## src/rtl/sri_pkg.sv

```systemverilog
// Shared types, constants and decode helpers for the six-register instruction executor.
// No dependencies; every other file of the block imports this package.
`default_nettype none

package sri_pkg;

    // register file geometry
    localparam int          NUM_REGS   = 6;
    localparam int          REG_IDX_W  = (NUM_REGS > 1) ? $clog2(NUM_REGS) : 1;
    localparam logic [31:0] NUM_REGS_U = 32'(NUM_REGS);
    localparam int          DATA_W     = 64;

    // configuration register indexes
    localparam logic CFG_POINTER_REGISTER = 1'b0;
    localparam logic CFG_PROGRAM_LENGTH   = 1'b1;

    // widths of the stream words
    localparam int IN_TDATA_W  = 72;
    localparam int OUT_TDATA_W = 136;

    // instruction set
    typedef enum logic [3:0] {
        OP_ADDR = 4'd0,
        OP_ADDI = 4'd1,
        OP_MULR = 4'd2,
        OP_MULI = 4'd3,
        OP_BANR = 4'd4,
        OP_BANI = 4'd5,
        OP_BORR = 4'd6,
        OP_BORI = 4'd7,
        OP_SETR = 4'd8,
        OP_SETI = 4'd9,
        OP_GTIR = 4'd10,
        OP_GTRI = 4'd11,
        OP_GTRR = 4'd12,
        OP_EQIR = 4'd13,
        OP_EQRI = 4'd14,
        OP_EQRR = 4'd15
    } op_t;

    // write-back control from the execute stage to the register file
    typedef struct packed {
        logic                 fire;
        logic                 wr_en;
        logic [REG_IDX_W-1:0] wr_idx;
        logic                 ptr_en;
        logic [REG_IDX_W-1:0] ptr_idx;
    } commit_t;

    // operand A names a register
    function automatic logic reads_a_reg(input op_t op);
        logic r;
        case (op)
            OP_GTIR, OP_EQIR, OP_SETI: r = 1'b0;
            default:                   r = 1'b1;
        endcase
        return r;
    endfunction

    // operand B names a register
    function automatic logic reads_b_reg(input op_t op);
        logic r;
        case (op)
            OP_ADDR, OP_MULR, OP_BANR, OP_BORR,
            OP_GTIR, OP_GTRR, OP_EQIR, OP_EQRR: r = 1'b1;
            default:                            r = 1'b0;
        endcase
        return r;
    endfunction

    // multiply opcodes, which use the registered multiplier
    function automatic logic is_mul(input op_t op);
        return (op == OP_MULR) || (op == OP_MULI);
    endfunction

endpackage

`default_nettype wire

```

## src/rtl/sri_regfile.sv

```systemverilog
// Register file of NUM_REGS 64-bit registers with result write and pointer increment.
// Depends on sri_pkg for geometry and the commit_t control struct.
`default_nettype none

module sri_regfile (
    input  wire logic                          aclk,
    input  wire logic                          aresetn,
    input  wire logic [sri_pkg::REG_IDX_W-1:0] rd_a_idx,
    input  wire logic [sri_pkg::REG_IDX_W-1:0] rd_b_idx,
    output logic      [sri_pkg::DATA_W-1:0]    rd_a_data,
    output logic      [sri_pkg::DATA_W-1:0]    rd_b_data,
    input  sri_pkg::commit_t                   commit,
    input  wire logic [sri_pkg::DATA_W-1:0]    wr_data,
    output logic      [sri_pkg::DATA_W-1:0]    ptr_value
);
    import sri_pkg::*;

    logic [DATA_W-1:0] regs_reg  [NUM_REGS];
    logic [DATA_W-1:0] regs_next [NUM_REGS];
    logic [DATA_W-1:0] ptr_base;

    // read ports
    assign rd_a_data = regs_reg[rd_a_idx];
    assign rd_b_data = regs_reg[rd_b_idx];

    // pointer sees the result first when it is also the destination
    always_comb begin
        if (commit.wr_en && (commit.wr_idx == commit.ptr_idx)) begin
            ptr_base = wr_data;
        end else begin
            ptr_base = regs_reg[commit.ptr_idx];
        end
        ptr_value = ptr_base + DATA_W'(1);
    end

    // next contents
    always_comb begin
        for (int i = 0; i < NUM_REGS; i++) begin
            regs_next[i] = regs_reg[i];
            if (commit.fire) begin
                if (commit.wr_en && (commit.wr_idx == REG_IDX_W'(i))) begin
                    regs_next[i] = wr_data;
                end
                if (commit.ptr_en && (commit.ptr_idx == REG_IDX_W'(i))) begin
                    regs_next[i] = ptr_value;
                end
            end
        end
    end

    always_ff @(posedge aclk) begin
        for (int i = 0; i < NUM_REGS; i++) begin
            if (!aresetn) begin
                regs_reg[i] <= '0;
            end else begin
                regs_reg[i] <= regs_next[i];
            end
        end
    end

endmodule

`default_nettype wire

```

## config.mk

```make
export PLATFORM = sky130hd
export DESIGN_NAME = sri_regfile
export DESIGN_NICKNAME = d
export VERILOG_FILES = /design/src/rtl/sri_pkg.sv /design/src/rtl/sri_regfile.sv
export SDC_FILE = /design/constraint.sdc
export NUM_CORES = 1
export LEC_CHECK = 0
export BUFFER_PORTS_ARGS = -buffer_cell sky130_fd_sc_hd__buf_2
export CORE_ASPECT_RATIO = 0.75
export CORE_MARGIN = 2
export CORE_UTILIZATION = 40
export DETAILED_ROUTE_END_ITERATION = 8
export MAX_ROUTING_LAYER = met4
export SLEW_MARGIN = 20
export SYNTH_ARGS = -nofsm -noshare
export SYNTH_HDL_FRONTEND = slang
export SYNTH_SLANG_ARGS = --single-unit
```

## constraint.sdc

```tcl
create_clock -name aclk -period 3.8 [get_ports aclk]
set_input_delay 0 -clock aclk [delete_from_list [all_inputs] [get_ports aclk]]
set_output_delay 0 -clock aclk [all_outputs]
set_load 0.05 [all_outputs]
```

---- Word-level counts from Yosys, hierarchy flattened ----
Memory sizes are Yosys's and may differ from the RTL's.
Cells that the tools add are included.
operators by class
  $add $sub $neg .......................... 1
  eq/ne operators ......................... 23
  multiplexer cells ....................... 27
  bitwise gates (word level) .............. 6
  reductions and logical operators ........ 21
operator list
  kind                     number
  $mux W64                 25
  $add A64 B1 Y64 const B  1
  $ne A3 B3 Y1 const B     6
  $reduce_and A3 Y1        6
  $logic_and A1 B1 Y1      13
  $eq A3 B2 Y1 const B     4
  $eq A3 B3 Y1 const B     4
  $eq A3 B1 Y1 const B     2
  $logic_not A3 Y1         2
  $ne A1 B1 Y1 const B     6
  $or A1 B1 Y1             6
  $eq A3 B3 Y1             1
  $mux W1                  2
word-level totals
  flip-flop bits (word level) ............. 0
  RAM bits ................................ 384
  bits of input ports ..................... 81
  output and inout port bits .............. 192
  memories kept ........................... 1
memories
  memory    words  width  rd ports  clocked after memory_dff  wr ports  RTL line           RTL
  regs_reg  6      64     3         0                         6         sri_regfile.sv:18  logic [DATA_W-1:0] regs_reg [NUM_REGS];

---- Depth between registers and ports, before layout ----
  depth after elaboration ................. 7
  depth in mapped cells ................... 18

---- Worst setup path after synthesis ----
Ideal clock, no wire load.
  kind .................................... input -> register
  start point ............................. input commit[0] (netlist bit)
  end point ............................... memory regs_reg[2][62], data pin
  setup time .............................. 0.138 ns
  arrival ................................. 4.031 ns
  required time ........................... 3.662 ns
  slack ................................... -0.369 ns
  stages on the path ...................... 16
  buffers on the path ..................... 5
  cell sequence ........................... buf_4 > buf_6 > nor2_1 > clkbuf_1 > buf_1 > nand2_1 > nand3_1 > and2_1 > clkbuf_1 > inv_1 > ha_1 > nand3_1 > nor4_4 > and4b_1 > xnor2_1 > a22o_1
RTL lines
  what                RTL line           RTL
  start: declaration  sri_regfile.sv:12  input sri_pkg::commit_t commit,
  end: declaration    sri_regfile.sv:18

==> flow_summary.json <==
{
  "rr_endpoint": "regs_reg[2][52]",
  "holdPathEnd": "regs_reg[2][46]",
  "portBuffers": 272,
  "synth_cells": 2839,
  "post_drt_wl_per_cell_um": 28.7,
  "die_h_um": 233,
  "leakage_nw": 13.6,
  "synth_warnings": 0,
  "drc": 0,
  "cp_data_required_time_ps": 3800,
  "cts-root-buf": "clkbuf_16",
  "avgSynthCellArea_um2": 9.88,
  "hold_depth": 4,
  "grt_max_degree": 60,
  "fin_crit_ps": 3810,
  "htree_levels": 2,
  "synth.largest_area_cell": "edfxtp_1",
  "ant_nets": 0,
  "postLayoutCoreUtil": 0.489,
  "num_vias": 27000,
  "first_iter_violations": 3727,
  "hold_class": "input pin to register",
  "dp_hpwl_um": 76200,
  "crit_type": "register to output port",
  "setup_viol": 1,
  "core_area_um2": 69800,
  "path_max_fanout": 18,
  "synth_top_area_share": 0.411,
  "area_growth_pct": 21.6,
  "synth_ff_type": "edfxtp_1",
  "drive_above_1_share": 0.244,
  "ys_ff_latch": 384,
  "arrival_ps": 3810,
  "maxCapViolCount": 0,
  "syn_area_um2": 28000,
  "initial_core_util": 0.402,
  "cp-end-kind": "output port",
  "ff2ff_setup_slack_ps": 310,
  "synth.distinct_cells": 63,
  "slew_viol_final": 0,
  "finalClockSkew_ps": 19.9,
  "ir_drop_v": 0.000360,
  "ios": 273,
  "synthTopCellsByArea": "edfxtp_1 41%, mux4_2 11%, mux2i_1 10%",
  "fp.dieArea_um2": 72300,
  "cts_buffers": 45,
  "status": "finished, violations left",
  "cts_buffer_depth": 3,
  "clk_latency_ps": 600,
  "antenna_found_initial": 6,
  "grt_pass1_vias": 26400,
  "nets": 3253,
  "overflow": 0,
  "min-delay-start": "commit[0]",
  "slew_headroom": 0.198,
  "hold_ws_ps": 86.8,
  "ys_top_cells_by_count": "483 x nand2_1, 384 x edfxtp_1, 333 x a21oi_1, 292 x mux2i_1, 242 x nor2_1",
  "gp_congestion": 0.912,
  "yosysMostFrequentCell": "nand2_1",
  "violations": "setup timing",
  "reg2reg_from": "regs_reg[3][20]",
  "cts_tree": "done",
  "grt_pass1_wl_um": 173000,
  "fin_crit_sh": 1.00,
  "postLayoutSetupSlackWorst_ps": -13.3,
  "tightest_slew_ps": 1200,
  "firstDrtPassIters": 8,
  "async_reset_ff_frac": 0,
  "power.density_nw_per_um2": 385,
  "hold_violations": 0,
  "num_rows": 84,
  "routed_via_density": 6.50,
  "largest_register_ffs": 384,
  "track_usage": 0.331,
  "rsz0062_at_grt": "yes",
  "clock_sinks": 384,
  "ff2ff_path_depth": 14,
  "max_freq_ghz": 0.262,
  "cp-start-kind": "register",
  "clk_pin_slew_ps": 70,
  "die_x_um": 310,
  "yosysSeqAreaShare": 0.411,
  "wirelength_um": 119000,
  "synth_edf_count": 384,
  "syn-num-nets": 2921
}
## cells in the final DEF, fill, tap and decap left out, drive strengths merged, types with 30 or more instances in the layout
cell type    instances
buf                463
inv                 36
clkbuf              63
mux2i              292
nor2               242
edfxtp             384
a21oi              333
nand3              159
nand4               36
a22oi               52
mux4               142
a211oi              40
o21ai               89
nand2              484
dlygate4sd3         64
a22o                63
xnor2               30
## layer usage
metal  vias up  global-route usage  routed length [um]
li1      11400                   -                   -
met2      2153               0.493               53300
met3       338              0.0784               15500
met5         -                   -                   0
met4         0               0.129                4850
met1     13200               0.436               45700
## worst max path at each step
stage / endpoint / slack, ps / start / cells after the start
floorplan: regs_reg[2][28] / 20 / commit[1] / 18
global placement: regs_reg[2][51] / 30 / commit[2] / 12
detailed placement: regs_reg[2][51] / -20 / commit[2] / 12
CTS: ptr_value[28] / 3 / regs_reg[1][10] / 12
global route: ptr_value[32] / -80 / regs_reg[3][10] / 12
finish: ptr_value[63] / -10 / regs_reg[1][25] / 12
## power breakdown
part | leakage (nW) | switching, mW | internal [mW] | total, mW
Sequential | 3.95 | 0.163 | 4.88 | 5.05
Combinational | 9.01 | 2.54 | 1.19 | 3.73
Clock | 0.689 | 1.90 | 2.46 | 4.36
Total | 13.6 | 4.60 | 8.54 | 13.1
## per-stage QoR
stage / total power [mW] / instance area [um2] / instances / worst slack [ps] / setup TNS (ps)
final: 13.1 / 34100 / 4158 / -13.3 / -13.3
after CTS: 13.0 / 33700 / 4131 / 3.32 / 0
after floorplan: 7.41 / 28100 / 2839 / 17.4 / 0
after global routing: 13.5 / 34100 / 4158 / -79.3 / -536
after detailed placement: 8.67 / 31600 / 3981 / -23.5 / -32.8
after global placement: 8.62 / 31600 / 3981 / 28.9 / 0
## final cells by class
cell class | count | area (um2)
Sequential cell | 384 | 11500
Fill cell | 6456 | 35700
Antenna cell | 5 | 12.5
Clock inverter | 26 | 203
Timing Repair Buffer | 533 | 4120
Clock buffer | 57 | 1210
Tap cell | 946 | 1180
Inverter | 34 | 128
Multi-Input combinational cell | 2173 | 15700
## cell families (layout without fill, tap and decap cells)
logic type | after synthesis | in the layout | synth area share
and+or+nand+nor | 1015 | 1015 | 0.159
AOI/OAI and AO/OA | 644 | 644 | 0.139
muxes | 459 | 459 | 0.228
DFF | 384 | 384 | 0.411
buffers and inverters | 282 | 650 | 0.0439
xor gates and xnor gates | 54 | 54 | 0.0186
adders and majority gates | 1 | 1 | 0.000446
other | 0 | 5 | 0
## critical path, cell delays in order, from the launching register on
cell and delay, ps:
edfxtp_1 420, mux2_2 280, mux4_2 460, mux2i_2 400
nor2_2 170, nand4_1 310, nor4_4 70, buf_12 160
and4_2 250, xor2_1 140, buf_4 170, inv_1 80
buf_2 270
## repair_timing
action / in CTS / in global routing
endpoints found under the hold margin: 384 / 0
gates resized for setup: 3 / 47
setup buffers: 3 / 22
hold buffers: 64 / 0
pin swaps: 4 / 25
endpoints found under the setup margin: 32 / 39
Note: power is estimated with default switching activity, not from simulation.
