`config.mk`:
```
export PLATFORM = sky130hd
export DESIGN_NAME = sri_alu
export DESIGN_NICKNAME = d
export VERILOG_FILES = /design/src/rtl/sri_pkg.sv /design/src/rtl/sri_alu.sv
export SDC_FILE = /design/constraint.sdc
export NUM_CORES = 1
export LEC_CHECK = 0
export ABC_AREA = 1
export BUFFER_PORTS_ARGS = -buffer_cell sky130_fd_sc_hd__clkbuf_2
export CAP_MARGIN = 20
export CORE_AREA = 2 2 179 181
export DETAILED_ROUTE_END_ITERATION = 10
export DIE_AREA = 0 0 181 183
export GPL_ROUTABILITY_DRIVEN = 0
export PLACE_DENSITY = 0.84
export REMOVE_ABC_BUFFERS = 1
export SYNTH_ARGS = -nofsm -noshare
export SYNTH_HDL_FRONTEND = slang
export SYNTH_SLANG_ARGS = --single-unit
```
`constraint.sdc`:
```
create_clock -name vclk -period 3
set_input_delay 0.15 -clock vclk [all_inputs]
set_output_delay 0.15 -clock vclk [all_outputs]
set_load 0.03 [all_outputs]
```
`src/rtl/sri_pkg.sv`:
```
// Shared types, constants and decode helpers for the six-register instruction executor.
// No dependencies; every other file of the block imports this package.
`default_nettype none

package sri_pkg;

    // register file geometry
    localparam int          NUM_REGS   = 6;
    localparam int          REG_IDX_W  = (NUM_REGS > 1) ? $clog2(NUM_REGS) : 1;
    localparam logic [31:0] NUM_REGS_U = 32'(NUM_REGS);
    localparam int          DATA_W     = 64;

    // configuration register indexes
    localparam logic CFG_POINTER_REGISTER = 1'b0;
    localparam logic CFG_PROGRAM_LENGTH   = 1'b1;

    // widths of the stream words
    localparam int IN_TDATA_W  = 72;
    localparam int OUT_TDATA_W = 136;

    // instruction set
    typedef enum logic [3:0] {
        OP_ADDR = 4'd0,
        OP_ADDI = 4'd1,
        OP_MULR = 4'd2,
        OP_MULI = 4'd3,
        OP_BANR = 4'd4,
        OP_BANI = 4'd5,
        OP_BORR = 4'd6,
        OP_BORI = 4'd7,
        OP_SETR = 4'd8,
        OP_SETI = 4'd9,
        OP_GTIR = 4'd10,
        OP_GTRI = 4'd11,
        OP_GTRR = 4'd12,
        OP_EQIR = 4'd13,
        OP_EQRI = 4'd14,
        OP_EQRR = 4'd15
    } op_t;

    // write-back control from the execute stage to the register file
    typedef struct packed {
        logic                 fire;
        logic                 wr_en;
        logic [REG_IDX_W-1:0] wr_idx;
        logic                 ptr_en;
        logic [REG_IDX_W-1:0] ptr_idx;
    } commit_t;

    // operand A names a register
    function automatic logic reads_a_reg(input op_t op);
        logic r;
        case (op)
            OP_GTIR, OP_EQIR, OP_SETI: r = 1'b0;
            default:                   r = 1'b1;
        endcase
        return r;
    endfunction

    // operand B names a register
    function automatic logic reads_b_reg(input op_t op);
        logic r;
        case (op)
            OP_ADDR, OP_MULR, OP_BANR, OP_BORR,
            OP_GTIR, OP_GTRR, OP_EQIR, OP_EQRR: r = 1'b1;
            default:                            r = 1'b0;
        endcase
        return r;
    endfunction

    // multiply opcodes, which use the registered multiplier
    function automatic logic is_mul(input op_t op);
        return (op == OP_MULR) || (op == OP_MULI);
    endfunction

endpackage

`default_nettype wire

```
`src/rtl/sri_alu.sv`:
```
// Operand decode, index checks and result selection for one instruction.
// Depends on sri_pkg for opcodes and decode helpers; the product comes from sri_mul.
`default_nettype none

module sri_alu (
    input  sri_pkg::op_t                    op,
    input  wire logic [31:0]                operand_a,
    input  wire logic [31:0]                operand_b,
    input  wire logic [2:0]                 operand_c,
    input  wire logic [sri_pkg::DATA_W-1:0] rd_a_data,
    input  wire logic [sri_pkg::DATA_W-1:0] rd_b_data,
    input  wire logic [sri_pkg::DATA_W-1:0] mul_product,
    output logic      [sri_pkg::DATA_W-1:0] mul_a,
    output logic      [sri_pkg::DATA_W-1:0] mul_b,
    output logic      [sri_pkg::DATA_W-1:0] result,
    output logic      [2:0]                 dest,
    output logic                            bad
);
    import sri_pkg::*;

    logic              use_a;
    logic              use_b;
    logic              a_ok;
    logic              b_ok;
    logic              c_ok;
    logic [DATA_W-1:0] ra;
    logic [DATA_W-1:0] rb;
    logic [DATA_W-1:0] ia;
    logic [DATA_W-1:0] ib;
    logic [DATA_W-1:0] raw_res;

    // operand fetch and range checks
    always_comb begin
        use_a = reads_a_reg(op);
        use_b = reads_b_reg(op);
        a_ok  = operand_a < NUM_REGS_U;
        b_ok  = operand_b < NUM_REGS_U;
        c_ok  = {29'd0, operand_c} < NUM_REGS_U;
        ra    = (use_a && a_ok) ? rd_a_data : '0;
        rb    = (use_b && b_ok) ? rd_b_data : '0;
        ia    = {{(DATA_W-32){operand_a[31]}}, operand_a};
        ib    = {{(DATA_W-32){operand_b[31]}}, operand_b};
        bad   = (use_a && !a_ok) || (use_b && !b_ok) || !c_ok;
        mul_a = ra;
        mul_b = (op == OP_MULR) ? rb : ib;
    end

    // operation select
    always_comb begin
        case (op)
            OP_ADDR: raw_res = ra + rb;
            OP_ADDI: raw_res = ra + ib;
            OP_MULR: raw_res = mul_product;
            OP_MULI: raw_res = mul_product;
            OP_BANR: raw_res = ra & rb;
            OP_BANI: raw_res = ra & ib;
            OP_BORR: raw_res = ra | rb;
            OP_BORI: raw_res = ra | ib;
            OP_SETR: raw_res = ra;
            OP_SETI: raw_res = ia;
            OP_GTIR: raw_res = {{(DATA_W-1){1'b0}}, $signed(ia) > $signed(rb)};
            OP_GTRI: raw_res = {{(DATA_W-1){1'b0}}, $signed(ra) > $signed(ib)};
            OP_GTRR: raw_res = {{(DATA_W-1){1'b0}}, $signed(ra) > $signed(rb)};
            OP_EQIR: raw_res = {{(DATA_W-1){1'b0}}, ia == rb};
            OP_EQRI: raw_res = {{(DATA_W-1){1'b0}}, ra == ib};
            OP_EQRR: raw_res = {{(DATA_W-1){1'b0}}, ra == rb};
            default: raw_res = '0;
        endcase
        result = bad ? '0 : raw_res;
        dest   = bad ? 3'd0 : operand_c;
    end

endmodule

`default_nettype wire

```
==> results of run 1 <==
-- repair_timing --
action / 4_1_cts
resized for setup: 611
pin swaps: 107
buffers inserted: 66
setup endpoints to repair: 64
gates cloned: 4
endpoints found under the hold margin: 0
-- metal layers --
| layer | track usage | overflow |
|---|---|---|
| met2 | 0.9062 | 176 |
| met5 | 0.4400 | 0 |
| met3 | 0.6656 | 8 |
| met1 | 0.7358 | 4 |
| met4 | 0.7876 | 119 |
-- logic make-up after synthesis --
group | count (synthesis) | share of synthesized area
AO/OA/AOI/OAI | 752 | 0.3010
XOR/XNOR | 30 | 0.01850
adder cells (fa/ha/maj) | 254 | 0.2237
buffers and inverters | 436 | 0.1161
AND/OR/NAND/NOR | 1166 | 0.3408
-- cell usage after synthesis, drive strengths merged, types with 3 or more instances --
| library cell | instances | area, um2 |
|---|---|---|
| a2111oi | 4 | 35.03 |
| a211oi | 14 | 105.1 |
| a21o | 4 | 30.03 |
| a21oi | 308 | 1553 |
| a221oi | 11 | 96.34 |
| a31oi | 21 | 131.4 |
| buf | 18 | 80.08 |
| clkbuf | 67 | 251.5 |
| clkinv | 3 | 11.26 |
| ha | 254 | 3178 |
| inv | 348 | 1306 |
| nand2 | 614 | 2412 |
| nand3 | 120 | 610.6 |
| nand3b | 3 | 26.27 |
| nand4 | 22 | 137.6 |
| nor2 | 348 | 1319 |
| nor3 | 39 | 205.2 |
| nor3b | 4 | 30.03 |
| nor4 | 14 | 87.58 |
| o2111ai | 7 | 61.31 |
| o211ai | 59 | 442.9 |
| o21a | 28 | 210.2 |
| o21ai | 260 | 1305 |
| o21bai | 7 | 56.30 |
| o221ai | 15 | 131.4 |
| o22ai | 5 | 31.28 |
| xnor2 | 4 | 35.03 |
| xor2 | 26 | 227.7 |
-- metrics by stage --
step | area, um2 | hold WS [ns] | util | TNS, ns
after CTS | 24660 | 0.6209 | 0.7896 | -34.34
after floorplan | 13870 | 0.4514 | - | -133.21
after global placement | 21670 | 0.6215 | 0.6940 | -56.03
after detailed placement | 21670 | 0.6183 | 0.6940 | -61.80
==> results.json, run 1 <==
{
  "outcome": "aborted with a tool error",
  "lastStage": "global routing",
  "firstError": "[ERROR GRT-0116] Global routing finished with congestion. Check the congestion regions in the DRC Viewer.",
  "dpl_worst_slack_ns": -1.402,
  "grt_overflow_total": 307,
  "post-dp-hpwl_um": 64820,
  "dieHeight_um": 183,
  "netlist_instances": 2638,
  "fp-row-count": 65,
  "grt_usage": 0.7660,
  "synth_cell_types": 48,
  "placed_cells": 4063,
  "die_w_um": 181,
  "cts-hold-fix-buffers": 0,
  "synth.avg_cell_area_um2": 5.385,
  "synth_seq_area_share": 0,
  "io_buffer_count": 459,
  "synth_area_um2": 14210,
  "grt_pass1_wl_um": 199600,
  "grt_pass1_vias": 32791,
  "start_util": 0.4549,
  "num_io_pins": 459,
  "ys_warn_count": 0,
  "grt_max_degree": 96
}
==> inputs of run 2 (changes only) <==
--- a/config.mk
+++ b/config.mk
@@ -8,11 +8,10 @@
 export ABC_AREA = 1
 export BUFFER_PORTS_ARGS = -buffer_cell sky130_fd_sc_hd__clkbuf_2
 export CAP_MARGIN = 20
-export CORE_AREA = 2 2 179 181
+export CORE_UTILIZATION = 38
 export DETAILED_ROUTE_END_ITERATION = 10
-export DIE_AREA = 0 0 181 183
 export GPL_ROUTABILITY_DRIVEN = 0
-export PLACE_DENSITY = 0.84
+export PLACE_DENSITY_LB_ADDON = 0.15
 export REMOVE_ABC_BUFFERS = 1
 export SYNTH_ARGS = -nofsm -noshare
 export SYNTH_HDL_FRONTEND = slang
==> constraint.sdc (replaced) <==
create_clock -name vclk -period 3.9
set_input_delay 0.195 -clock vclk [all_inputs]
set_output_delay 0.195 -clock vclk [all_outputs]
set_load 0.03 [all_outputs]
==> run 2 against run 1 <==
  * The flow now finishes, with violations (negative setup slack)
  * Synthesized cell count unchanged
  * Area after synthesis stayed put
==> results.json, run 2 <==
{
  "crit_arrival_ns": 3.88,
  "hold_path_depth": 4,
  "period_share": 1.046,
  "num_io_pins": 459,
  "layout_setup_ws_ns": -0.1784,
  "wl_um": 89390,
  "outcome": "finished with violations",
  "cp_max_fo": 8,
  "num-clock-buffers": 0,
  "register_area_um2": 0,
  "required_ns": 3.70,
  "violations": "negative setup slack",
  "drive_gt1_frac": 0.4571,
  "hold_class": "in2out",
  "critPathLaunchType": "primary input",
  "final_common_cell": "buf_4",
  "layout_common_cells": "buf_4, nand2_1, clkbuf_2, inv_1, nor2_1",
  "hold_viol": 0,
  "ant_nets": 0,
  "worst_pin_slew_ns": 1.195,
  "drv_cap": 0,
  "grt_pass1_vias": 22674,
  "start_util": 0.3871,
  "io_buffer_count": 459,
  "n_sequential_cell": 0,
  "synth_top_area_cell": "ha_1",
  "finalSetupViolCount": 13,
  "dieHeight_um": 195.4,
  "rsz0062_at_grt": "yes",
  "antenna_found_initial": 0,
  "path_class": "in2out",
  "synth_seq_area_share": 0,
  "final_max_slew_viol_count": 0,
  "yosysTopAreaCellShare": 0.2237,
  "fp-row-count": 70,
  "synth_area_um2": 14210,
  "drt_first_pass_iters": 9,
  "grt_max_degree": 41,
  "drtIter0Drc": 3087,
  "netlist_instances": 2638,
  "synth_cell_types": 48,
  "post-route-util": 0.6874,
  "grt_pass1_wl_um": 125000,
  "ys_warn_count": 0,
  "synth_commonest_cells": "nand2_1, nor2_1, inv_1, a21oi_1, o21ai_0",
  "whs_ns": 0.7160,
  "clock.fmax_mhz": 245.2,
  "synthTopCellsByArea": "ha_1, nand2_1, a21oi_1",
  "fill_cells": 3145,
  "period_needed_ns": 4.078,
  "relSlewSlack": 0.1830,
  "nNetsFinal": 4214,
  "syn_to_final_growth_pct": 77.58,
  "num_vias": 24824,
  "crit_path_end_kind": "output pin",
  "post-dp-hpwl_um": 68740,
  "yosysMostFrequentCell": "nand2_1",
  "viasPerCell": 5.960,
  "design.die.area_um2": 38160,
  "drc_errors": 0,
  "grt_usage": 0.4188,
  "coreArea_um2": 36700,
  "die_w_um": 195.4,
  "grt_overflow_total": 0,
  "synth.avg_cell_area_um2": 5.385,
  "detail_route.wl_per_cell_um": 21.46
}
-- run 2: cell type report --
cell class / count / area, um2 / area share
diodes: 2 / 5.005 / 0.0001984
repair buffers: 1142 / 8004 / 0.3173
well taps: 468 / 585.6 / 0.02321
inverters: 351 / 1331 / 0.05277
multi-input cells: 2202 / 15300 / 0.6065
-- run 2: repair_timing --
item | 4_1_cts | 5_1_grt
hold buffers | 0 | 0
pin swaps | 48 | 130
cloned | 4 | 5
hold endpoints to repair | 0 | 0
endpoints found under the setup margin | 51 | 52
gates resized for setup | 227 | 554
buffers inserted | 25 | 30
-- run 2: worst paths after layout --
check / slack (ns) / startpoint / endpoint
worst min-delay path: 0.72 / operand_c[0] / dest[0]
worst max-delay path: -0.18 / operand_b[30] / result[0]
-- run 2: worst max-delay path, stage by stage --
cell      delay (ns)
buf_8           0.10
nor2_4          0.14
nand2_4         0.09
nor2_4          0.17
nand2_2         0.09
nor2_4          0.15
nand2_2         0.08
inv_4           0.10
buf_12          0.14
buf_12          0.16
buf_16          0.19
nand2_8         0.09
ha_4            0.29
inv_4           0.04
nor3_4          0.28
buf_6           0.15
nand3_4         0.08
nor4_4          0.37
nand3_1         0.12
nand3_1         0.13
nor2_1          0.07
nand3_1         0.10
nor2_2          0.05
nand2_1         0.07
nor2_2          0.04
a21oi_2         0.18
clkbuf_8        0.19
-- run 2: metal layers --
metal / GRT usage / vias to the layer above / wire length, um
met5: 0 / - / 0
met4: 0.2135 / 0 / 6456
met3: 0.1035 / 477 / 12410
met2: 0.6388 / 1903 / 36830
met1: 0.5439 / 11327 / 33690
li1: - / 11117 / -
-- run 2: kinds of logic after synthesis --
| group | synth area share |
|---|---|
| and+or+nand+nor | 0.3408 |
| AOI/OAI and AO/OA | 0.3010 |
| buffers and inverters | 0.1161 |
| adders and majority gates | 0.2237 |
| xor gates and xnor gates | 0.01850 |
-- run 2: stage by stage --
stage	setup WS (ns)	setup TNS (ns)	cells	instance area (um2)
after floorplan	-2.536	-80.79	2553	13870
final	-0.1784	-0.8885	4165	25230
after global routing	-0.2891	-3.736	4163	25220
after global placement	-1.220	-13.44	4105	21600
after detailed placement	-1.241	-11.79	4105	21600
after CTS	-0.08625	-0.3679	4132	22840
